File: src/design/crc8fr_pkg.sv
// ----------------------------------------------------------------------------
// crc8fr_pkg
// Shared types and constants for the CRC-8 frame receiver.
// ----------------------------------------------------------------------------
`default_nettype none

package crc8fr_pkg;

  localparam int MAX_PAYLOAD = 32;
  localparam int IDX_W       = (MAX_PAYLOAD > 1) ? $clog2(MAX_PAYLOAD) : 1;
  localparam int ADDR_W      = IDX_W + 1;  // bank bit + entry index
  localparam int LEN_W       = 6;
  localparam int BIDX_W      = 5;
  localparam int CNT_W       = 16;
  localparam int QDEPTH      = 2;

  // configuration register indexes
  localparam logic [1:0] CFG_SYNC    = 2'd0;
  localparam logic [1:0] CFG_POLY    = 2'd1;
  localparam logic [1:0] CFG_MAX_LEN = 2'd2;

  localparam logic KIND_STATUS = 1'b0;
  localparam logic KIND_DATA   = 1'b1;

  // one completed frame, handed from parser to emitter
  typedef struct packed {
    logic [7:0]       cmd;
    logic [LEN_W-1:0] len;
    logic             ok;
    logic [CNT_W-1:0] good;
    logic [CNT_W-1:0] bad;
    logic             bank;
  } desc_t;

  typedef struct packed {
    logic              en;
    logic [ADDR_W-1:0] addr;
    logic [7:0]        data;
  } mem_wr_t;

  typedef struct packed {
    logic              kind;
    logic [7:0]        cmd;
    logic [LEN_W-1:0]  len;
    logic              ok;
    logic [7:0]        data;
    logic [BIDX_W-1:0] idx;
    logic              last;
    logic [CNT_W-1:0]  good;
    logic [CNT_W-1:0]  bad;
  } result_t;

endpackage

`default_nettype wire

File: src/design/crc8fr_front.sv
// ----------------------------------------------------------------------------
// crc8fr_front
// Byte parser: sync hunt, length/command/payload/CRC phases, running CRC-8,
// payload writes into the frame buffer and one descriptor per frame.
// ----------------------------------------------------------------------------
`default_nettype none

module crc8fr_front (
  input  wire logic                    clk,
  input  wire logic                    rst,
  input  wire logic                    cfg_wen,
  input  wire logic [1:0]              cfg_addr,
  input  wire logic [7:0]              cfg_wdata,
  input  wire logic                    push,
  input  wire logic [7:0]              rx_byte,
  input  wire logic                    stall,
  output logic                         full,
  output logic                         desc_push,
  output crc8fr_pkg::desc_t            desc,
  output crc8fr_pkg::mem_wr_t          mem_wr
);

  localparam logic [2:0] PH_HUNT = 3'd0;
  localparam logic [2:0] PH_LEN  = 3'd1;
  localparam logic [2:0] PH_CMD  = 3'd2;
  localparam logic [2:0] PH_DATA = 3'd3;
  localparam logic [2:0] PH_CRC  = 3'd4;

  localparam logic [crc8fr_pkg::LEN_W-1:0] MAX_LIM =
    crc8fr_pkg::LEN_W'(crc8fr_pkg::MAX_PAYLOAD);

  function automatic logic [7:0] crc_feed(input logic [7:0] crc, input logic [7:0] b,
                                          input logic [7:0] poly);
    logic [7:0] c;
    c = crc ^ b;
    for (int k = 0; k < 8; k++) begin
      c = c[7] ? ((c << 1) ^ poly) : (c << 1);
    end
    return c;
  endfunction

  logic [7:0]                   sync_value;
  logic [7:0]                   crc_polynomial;
  logic [crc8fr_pkg::LEN_W-1:0] max_len;

  logic [2:0]                   phase;
  logic [crc8fr_pkg::LEN_W-1:0] held_len;
  logic [7:0]                   held_cmd;
  logic [crc8fr_pkg::LEN_W-1:0] fill;
  logic [7:0]                   crc;
  logic [crc8fr_pkg::CNT_W-1:0] good_frames;
  logic [crc8fr_pkg::CNT_W-1:0] bad_frames;
  logic                         wr_bank;

  logic                         acc;
  logic [crc8fr_pkg::LEN_W-1:0] limit;
  logic [crc8fr_pkg::LEN_W-1:0] fill_next;
  logic [7:0]                   crc_in;
  logic [7:0]                   crc_new;
  logic                         crc_match;

  assign full      = stall;
  assign acc       = push && !stall;
  assign limit     = (max_len > MAX_LIM) ? MAX_LIM : max_len;
  assign fill_next = fill + crc8fr_pkg::LEN_W'(1);
  assign crc_in    = (phase == PH_CMD) ? 8'h00 : crc;
  assign crc_new   = crc_feed(crc_in, rx_byte, crc_polynomial);
  assign crc_match = (crc == rx_byte);

  always_ff @(posedge clk) begin
    if (rst) begin
      sync_value     <= 8'd170;
      crc_polynomial <= 8'd7;
      max_len        <= crc8fr_pkg::LEN_W'(32);
    end else if (cfg_wen) begin
      case (cfg_addr)
        crc8fr_pkg::CFG_SYNC:    sync_value     <= cfg_wdata;
        crc8fr_pkg::CFG_POLY:    crc_polynomial <= cfg_wdata;
        crc8fr_pkg::CFG_MAX_LEN: max_len        <= cfg_wdata[crc8fr_pkg::LEN_W-1:0];
        default: ;
      endcase
    end
  end

  always_ff @(posedge clk) begin
    if (rst) begin
      phase       <= PH_HUNT;
      held_len    <= '0;
      held_cmd    <= '0;
      fill        <= '0;
      crc         <= '0;
      good_frames <= '0;
      bad_frames  <= '0;
      wr_bank     <= 1'b0;
    end else if (acc) begin
      case (phase)
        PH_LEN: begin
          if (rx_byte > {2'b00, limit}) begin
            phase <= PH_HUNT;
          end else begin
            held_len <= rx_byte[crc8fr_pkg::LEN_W-1:0];
            phase    <= PH_CMD;
          end
        end
        PH_CMD: begin
          held_cmd <= rx_byte;
          fill     <= '0;
          crc      <= crc_new;
          phase    <= (held_len == '0) ? PH_CRC : PH_DATA;
        end
        PH_DATA: begin
          crc  <= crc_new;
          fill <= fill_next;
          if (fill_next >= held_len) phase <= PH_CRC;
        end
        PH_CRC: begin
          if (crc_match) good_frames <= good_frames + crc8fr_pkg::CNT_W'(1);
          else           bad_frames  <= bad_frames + crc8fr_pkg::CNT_W'(1);
          wr_bank <= ~wr_bank;
          phase   <= PH_HUNT;
        end
        default: begin
          phase <= (rx_byte == sync_value) ? PH_LEN : PH_HUNT;
        end
      endcase
    end
  end

  always_comb begin
    desc_push = acc && (phase == PH_CRC);
    desc.cmd  = held_cmd;
    desc.len  = held_len;
    desc.ok   = crc_match;
    desc.good = crc_match ? good_frames + crc8fr_pkg::CNT_W'(1) : good_frames;
    desc.bad  = crc_match ? bad_frames : bad_frames + crc8fr_pkg::CNT_W'(1);
    desc.bank = wr_bank;

    mem_wr.en   = acc && (phase == PH_DATA) &&
                  ({26'd0, fill} < crc8fr_pkg::MAX_PAYLOAD);
    mem_wr.addr = {wr_bank, fill[crc8fr_pkg::IDX_W-1:0]};
    mem_wr.data = rx_byte;
  end

endmodule

`default_nettype wire

File: src/design/crc8fr_queue.sv
// ----------------------------------------------------------------------------
// crc8fr_queue
// Two-entry descriptor FIFO between parser and emitter.
// ----------------------------------------------------------------------------
`default_nettype none

module crc8fr_queue (
  input  wire logic               clk,
  input  wire logic               rst,
  input  wire logic               wr,
  input  wire crc8fr_pkg::desc_t  wr_desc,
  input  wire logic               rd,
  output crc8fr_pkg::desc_t       head,
  output logic                    q_empty,
  output logic [1:0]              count
);

  crc8fr_pkg::desc_t entries [crc8fr_pkg::QDEPTH];
  logic              wr_ptr;
  logic              rd_ptr;

  assign head    = entries[rd_ptr];
  assign q_empty = (count == 2'd0);

  always_ff @(posedge clk) begin
    if (wr) entries[wr_ptr] <= wr_desc;
  end

  always_ff @(posedge clk) begin
    if (rst) begin
      wr_ptr <= 1'b0;
      rd_ptr <= 1'b0;
      count  <= 2'd0;
    end else begin
      if (wr) wr_ptr <= ~wr_ptr;
      if (rd) rd_ptr <= ~rd_ptr;
      count <= count + {1'b0, wr} - {1'b0, rd};
    end
  end

endmodule

`default_nettype wire

File: src/design/crc8fr_back.sv
// ----------------------------------------------------------------------------
// crc8fr_back
// Result emitter: status record per frame, then the buffered payload bytes
// of a good frame. Owns the two-bank frame buffer.
// ----------------------------------------------------------------------------
`default_nettype none

module crc8fr_back (
  input  wire logic                 clk,
  input  wire logic                 rst,
  input  wire crc8fr_pkg::mem_wr_t  mem_wr,
  input  wire crc8fr_pkg::desc_t    head,
  input  wire logic                 q_empty,
  output logic                      q_pop,
  output logic                      busy,
  input  wire logic                 pop,
  output logic                      empty,
  output crc8fr_pkg::result_t       res
);

  localparam logic [1:0] B_IDLE = 2'd0;
  localparam logic [1:0] B_STAT = 2'd1;
  localparam logic [1:0] B_RD   = 2'd2;
  localparam logic [1:0] B_DATA = 2'd3;

  localparam int DEPTH = 2 ** crc8fr_pkg::ADDR_W;

  logic [7:0]                   mem [DEPTH];
  logic [7:0]                   rd_data;
  logic [1:0]                   state;
  crc8fr_pkg::desc_t            cur;
  logic [crc8fr_pkg::LEN_W-1:0] idx;
  logic                         out_valid;

  logic                         out_free;
  logic [crc8fr_pkg::LEN_W-1:0] idx_next;
  logic                         stat_last;
  logic                         data_last;

  assign empty     = !out_valid;
  assign busy      = (state != B_IDLE);
  assign q_pop     = (state == B_IDLE) && !q_empty;
  assign out_free  = !out_valid || pop;
  assign idx_next  = idx + crc8fr_pkg::LEN_W'(1);
  assign stat_last = !cur.ok || (cur.len == '0);
  assign data_last = (idx_next == cur.len);

  always_ff @(posedge clk) begin
    if (mem_wr.en) mem[mem_wr.addr] <= mem_wr.data;
  end

  always_ff @(posedge clk) begin
    if (state == B_RD) rd_data <= mem[{cur.bank, idx[crc8fr_pkg::IDX_W-1:0]}];
  end

  always_ff @(posedge clk) begin
    if (q_pop) cur <= head;
    if (state == B_STAT && out_free) idx <= '0;
    else if (state == B_DATA && out_free) idx <= idx_next;
  end

  // result register
  always_ff @(posedge clk) begin
    if (state == B_STAT && out_free) begin
      res.kind <= crc8fr_pkg::KIND_STATUS;
      res.cmd  <= cur.cmd;
      res.len  <= cur.len;
      res.ok   <= cur.ok;
      res.data <= 8'h00;
      res.idx  <= '0;
      res.last <= stat_last;
      res.good <= cur.good;
      res.bad  <= cur.bad;
    end else if (state == B_DATA && out_free) begin
      res.kind <= crc8fr_pkg::KIND_DATA;
      res.data <= rd_data;
      res.idx  <= crc8fr_pkg::BIDX_W'(idx);
      res.last <= data_last;
    end
  end

  always_ff @(posedge clk) begin
    if (rst) begin
      state     <= B_IDLE;
      out_valid <= 1'b0;
    end else begin
      if ((state == B_STAT || state == B_DATA) && out_free) out_valid <= 1'b1;
      else if (pop) out_valid <= 1'b0;

      case (state)
        B_IDLE: if (!q_empty) state <= B_STAT;
        B_STAT: if (out_free) state <= stat_last ? B_IDLE : B_RD;
        B_RD:   state <= B_DATA;
        B_DATA: if (out_free) state <= data_last ? B_IDLE : B_RD;
        default: state <= B_IDLE;
      endcase
    end
  end

endmodule

`default_nettype wire

File: src/design/crc8_frame_receiver.sv
// ----------------------------------------------------------------------------
// crc8_frame_receiver
// Sync/length framed byte receiver with CRC-8 check and payload replay.
// ----------------------------------------------------------------------------
// Input: one byte per cycle while full is low; full rises only when two
//   frames are pending in the queue and emitter (frame buffer has two banks).
// Status result: CRC byte beat, descriptor queue, emitter status state, result
//   register; payload bytes then follow, one buffer read per byte (B_RD, B_DATA).
// Reset (rst, synchronous): parser hunts for sync, counters and queue clear,
//   registers take their defaults; frame buffer is not cleared.
`default_nettype none

module crc8_frame_receiver (
  input  wire logic         clk,
  input  wire logic         rst,
  input  wire logic         cfg_wen,
  input  wire logic [1:0]   cfg_addr,
  input  wire logic [7:0]   cfg_wdata,
  input  wire logic         push,
  output logic              full,
  input  wire logic [7:0]   rx_byte,
  output logic              empty,
  input  wire logic         pop,
  output logic              out_kind,
  output logic [7:0]        frame_cmd,
  output logic [5:0]        frame_len,
  output logic              crc_ok,
  output logic [7:0]        data_byte,
  output logic [4:0]        byte_index,
  output logic              last,
  output logic [15:0]       good_count,
  output logic [15:0]       error_count
);

  crc8fr_pkg::desc_t   desc;
  crc8fr_pkg::desc_t   head;
  crc8fr_pkg::mem_wr_t mem_wr;
  crc8fr_pkg::result_t res;
  logic                desc_push;
  logic                q_pop;
  logic                q_empty;
  logic [1:0]          q_count;
  logic                busy;
  logic [1:0]          pending;
  logic                stall;

  assign pending = q_count + {1'b0, busy};
  assign stall   = (pending == 2'd2);

  crc8fr_front u_front (
    .clk       (clk),
    .rst       (rst),
    .cfg_wen   (cfg_wen),
    .cfg_addr  (cfg_addr),
    .cfg_wdata (cfg_wdata),
    .push      (push),
    .rx_byte   (rx_byte),
    .stall     (stall),
    .full      (full),
    .desc_push (desc_push),
    .desc      (desc),
    .mem_wr    (mem_wr)
  );

  crc8fr_queue u_queue (
    .clk     (clk),
    .rst     (rst),
    .wr      (desc_push),
    .wr_desc (desc),
    .rd      (q_pop),
    .head    (head),
    .q_empty (q_empty),
    .count   (q_count)
  );

  crc8fr_back u_back (
    .clk     (clk),
    .rst     (rst),
    .mem_wr  (mem_wr),
    .head    (head),
    .q_empty (q_empty),
    .q_pop   (q_pop),
    .busy    (busy),
    .pop     (pop),
    .empty   (empty),
    .res     (res)
  );

  assign out_kind    = res.kind;
  assign frame_cmd   = res.cmd;
  assign frame_len   = res.len;
  assign crc_ok      = res.ok;
  assign data_byte   = res.data;
  assign byte_index  = res.idx;
  assign last        = res.last;
  assign good_count  = res.good;
  assign error_count = res.bad;

  // never more frames in flight than buffer banks
  a_pending_max: assert property (@(posedge clk) disable iff (rst)
    !(q_count == 2'd2 && busy))
    else $error("more pending frames than buffer banks");

  // a descriptor never lands in a full queue
  a_no_overflow: assert property (@(posedge clk) disable iff (rst)
    desc_push |-> !(q_count == 2'd2 && !q_pop))
    else $error("descriptor queue overflow");

  // payload beats only come from frames that passed the check
  a_data_ok: assert property (@(posedge clk) disable iff (rst)
    (!empty && out_kind) |-> crc_ok)
    else $error("payload beat from a failed frame");

  a_reset_empty: assert property (@(posedge clk) rst |=> empty)
    else $error("result pending after reset");

endmodule

`default_nettype wire
File: config.mk
export PLATFORM = sky130hd
export DESIGN_NAME = crc8_frame_receiver
export DESIGN_NICKNAME = d
export VERILOG_FILES = /design/src/design/crc8fr_pkg.sv /design/src/design/crc8fr_front.sv /design/src/design/crc8fr_queue.sv /design/src/design/crc8fr_back.sv /design/src/design/crc8_frame_receiver.sv
export SDC_FILE = /design/constraint.sdc
export NUM_CORES = 1
export LEC_CHECK = 0
export BUFFER_PORTS_ARGS = -buffer_cell sky130_fd_sc_hd__buf_2
export CAP_MARGIN = 0
export CELL_PAD_IN_SITES_DETAIL_PLACEMENT = 1
export CELL_PAD_IN_SITES_GLOBAL_PLACEMENT = 1
export CORE_MARGIN = 10
export CORE_UTILIZATION = 58
export DETAILED_ROUTE_END_ITERATION = 7
export PLACE_DENSITY_LB_ADDON = 0.12
export SLEW_MARGIN = 20
export SYNTH_ARGS = -nofsm -noshare
export SYNTH_HDL_FRONTEND = slang
export SYNTH_SLANG_ARGS = --single-unit
File: constraint.sdc
create_clock -name clk -period 12.1 [get_ports clk]
set_clock_uncertainty 0.1 [all_clocks]
set_input_delay 3.025 -clock clk [delete_from_list [all_inputs] [get_ports clk]]
set_output_delay 3.025 -clock clk [all_outputs]
set_load 0.005 [all_outputs]
==> impl_metrics.yaml <==
outcome:
  outcome: "complete, no violations"
setup_path:
  crit_type: "input port to flip-flop"
  cp_common_cell: "xnor3_1"
  endpoint_kind: "flip-flop"
  worstPathArrival_ps: 7950
  path_max_fanout: 70
  worstPathCellList: "buf_2 -> buf_4 -> nor2b_1 -> a211o_1 -> nand2_1 -> and3_1 -> a221oi_1 -> or3b_1 -> a21oi_2 -> xnor3_1 -> nand3_2 -> or4b_1 -> nand3_1 -> xnor3_1 -> a211oi_2"
  critPathLaunchType: "input port"
  slowest_delay_ps: 590
  critPathRequiredTime_ps: 12540
  cp_slowest_cell: "buf_4"
place:
  hpwl_um: 50390
  portBuffers: 86
  place_congestion: 0.8507
die:
  ios: 87
  die_w_um: 260.8
  start_util: 0.5838
  coreArea_um2: 57590
  rows: 88
  die_height_um: 260.8
  dieArea_um2: 67990
routing:
  post_drt_wl_per_cell_um: 27.79
  vias_per_cell: 6.239
  routed-via-count: 18210
  drt_iter0_drc: 1623
  dr.pass1.iters: 7
  ant_nets: 0
  wl_um: 81120
  drc_errors: 0
clocking:
  hold_buffers: 0
  cts_max_level: 3
  clk_pin_slew_ps: 60
  clock_path_buffers: 3
  post_cts_buffers: 0
  cts_root_buf: "clkbuf_16"
  cts.sinks: 825
  cts_resized: 0
  clk_latency_ps: 620
  cts_made_buffers: 83
  cts_tree: "done"
global_route:
  track_usage: 0.2433
  grt_overflow: 0
  grt_pass1_vias: 19590
  grt_start_max_net_pins: 110
  grt_pass1_wl_um: 123800
  antenna_found_initial: 3
timing:
  final.period_utilization: 0.6203
  setup_viol: 0
  setup_tns_ps: 0
  fin_crit_ps: 7506
  holdWs_ps: 317.8
  tightest_slew_ps: 1076
  slew_viol_final: 0
  rsz0062_at_grt: "false"
  max_slew_margin: 0.2803
  fmax_ghz: 0.1332
  finalHoldViolCount: 0
flow_run:
  cap_violations: 0
pwr:
  ir_drop_mv: 0.1635
  p_leak_uw: 0.01222
  p_per_area_nw_per_um2: 189.4
finish:
  multi_input_area_um2: 9513
  area_growth_pct: 11.41
  nNetsFinal: 2128
  n_antenna_cell: 0
  drive_gt1_frac: 0.2219
  regArea_um2: 23660
  num-fill-cells: 5005
synthesis:
  synth_cells: 1992
  synth_edf_count: 712
  yosys_warnings: 0
  synth_top_area_frac: 0.6360
  ys_types: 84
  synthFlopType: "edfxtp_1"
  syn-num-nets: 2034
  yosysTopAreaCell: "edfxtp_1"
  avgSynthCellArea_um2: 16.88
  synth_seq_cells: 825
  yosysSeqAreaShare: 0.7033
  ys_top_cells_by_area: "edfxtp_1 64%, mux4_2 11%, dfxtp_1 6.7%"
  async_flop_share: 0
  syn-cell-area_um2: 33620
worst_hold_path:
  hp-class: "flip-flop to flip-flop"
where the power goes:
group | switching, µW | internal, µW
logic | 668 | 554
registers | 116 | 3310
clock network | 1070 | 1380
synth_stat cells (10+ instances only):
cell type and number:
mux2i_1 20, nand3_1 56, nor3_1 19, buf_1 31, clkbuf_1 67, xor2_1 62, nand2_1 126, xnor2_1 49
and3_1 11, edfxtp_1 712, mux2_2 50, o211ai_1 11, xnor3_1 10, mux4_2 168, a21oi_1 34, nor2_1 184
o21ai_0 33, dfxtp_1 113, nand2b_1 12, ha_1 19, inv_1 22, nor2b_1 22
cell usage in the layout, fill, tap and decap left out, types with 20 or more instances in the layout:
cell type | synthesis | layout
nand3_1 | 56 | 56
xor2_1 | 62 | 62
mux2_2 | 50 | 50
mux4_2 | 168 | 168
clkbuf_16 | 0 | 87
xnor2_1 | 49 | 49
nor2_1 | 184 | 181
buf_4 | 0 | 26
buf_2 | 4 | 85
a21oi_1 | 34 | 34
nor2b_1 | 22 | 22
inv_1 | 22 | 22
edfxtp_1 | 712 | 712
o21ai_0 | 33 | 33
mux2i_1 | 20 | 20
nand2_1 | 126 | 126
dfxtp_1 | 113 | 108
final timing paths:
check,from,end,slack [ps],cells past startpoint
max,rx_byte[6],u_front.crc[3]$_SDFFE_PP0P_,4590,15
min,u_back.cur[10]$_DFFE_PP_,u_back.res[9]$_DFFE_PP_,320,0
max reg2reg,u_front.phase[1]$_SDFFE_PP0P_,u_front.crc[3]$_SDFFE_PP0P_,6980,13
min reg2reg,u_back.cur[10]$_DFFE_PP_,u_back.res[9]$_DFFE_PP_,320,0
stage by stage:
step | cells | utilization | area, µm² | worst slack, ps | power (µW)
after global routing | 2919 | 0.6504 | 37450 | 4197 | 7368
final | 2919 | 0.6504 | 37450 | 4594 | 7094
after detailed placement | 2765 | 0.6052 | 34850 | 3953 | 4715
after floorplan | 1992 | - | 33620 | 5375 | 4297
after global placement | 2765 | 0.6052 | 34850 | 4188 | 4664
after CTS | 2918 | 0.6503 | 37450 | 4612 | 7157
kinds of logic (layout without fill, tap and decap cells):
kind of cell,count (synthesis),in the layout,share of synthesized area
and+or+nand+nor,498,498,0.06926
muxes,238,238,0.1353
buffers and inverters,127,289,0.01478
DFF,825,825,0.7033
AOI/OAI and AO/OA,163,163,0.03402
adders and majority gates,19,19,0.007072
xor gates and xnor gates,122,122,0.03633
cell type report:
cell class                      instances  share of cell area
Clock buffer                          109             0.06113
Clock inverter                         44            0.008084
Inverter                               23            0.002305
Multi-Input combinational cell       1040              0.2540
Sequential cell                       825              0.6316
Tap cell                              765             0.02556
Timing Repair Buffer                  113             0.01730
critical path, delay by kind of cell:
family	cells	cell delay, ps
AND/OR/NAND/NOR	7	2020
AO/OA/AOI/OAI	4	1390
XOR/XNOR	2	770
buffers and inverters	2	670
routing by layer:
layer | vias to the layer above | global-route usage | share of wire
met4 | 2 | 0.07121 | 0.025
met2 | 652 | 0.4022 | 0.50
li1 | 7907 | - | -
met1 | 9498 | 0.3243 | 0.40
met5 | - | 0 | 0.00016
met3 | 153 | 0.04945 | 0.070
sequential cells by signal, summed over array words and instances (netlist names), 8 cells and up:
| name | cells |
|---|---|
| u_back.cur | 48 |
| u_back.mem | 512 |
| u_back.rd_data | 8 |
| u_back.res | 62 |
| u_front.bad_frames | 16 |
| u_front.crc | 8 |
| u_front.crc_polynomial | 8 |
| u_front.good_frames | 16 |
| u_front.held_cmd | 8 |
| u_front.sync_value | 8 |
| u_queue.entries | 96 |
Power figures use the tool's default switching activity.
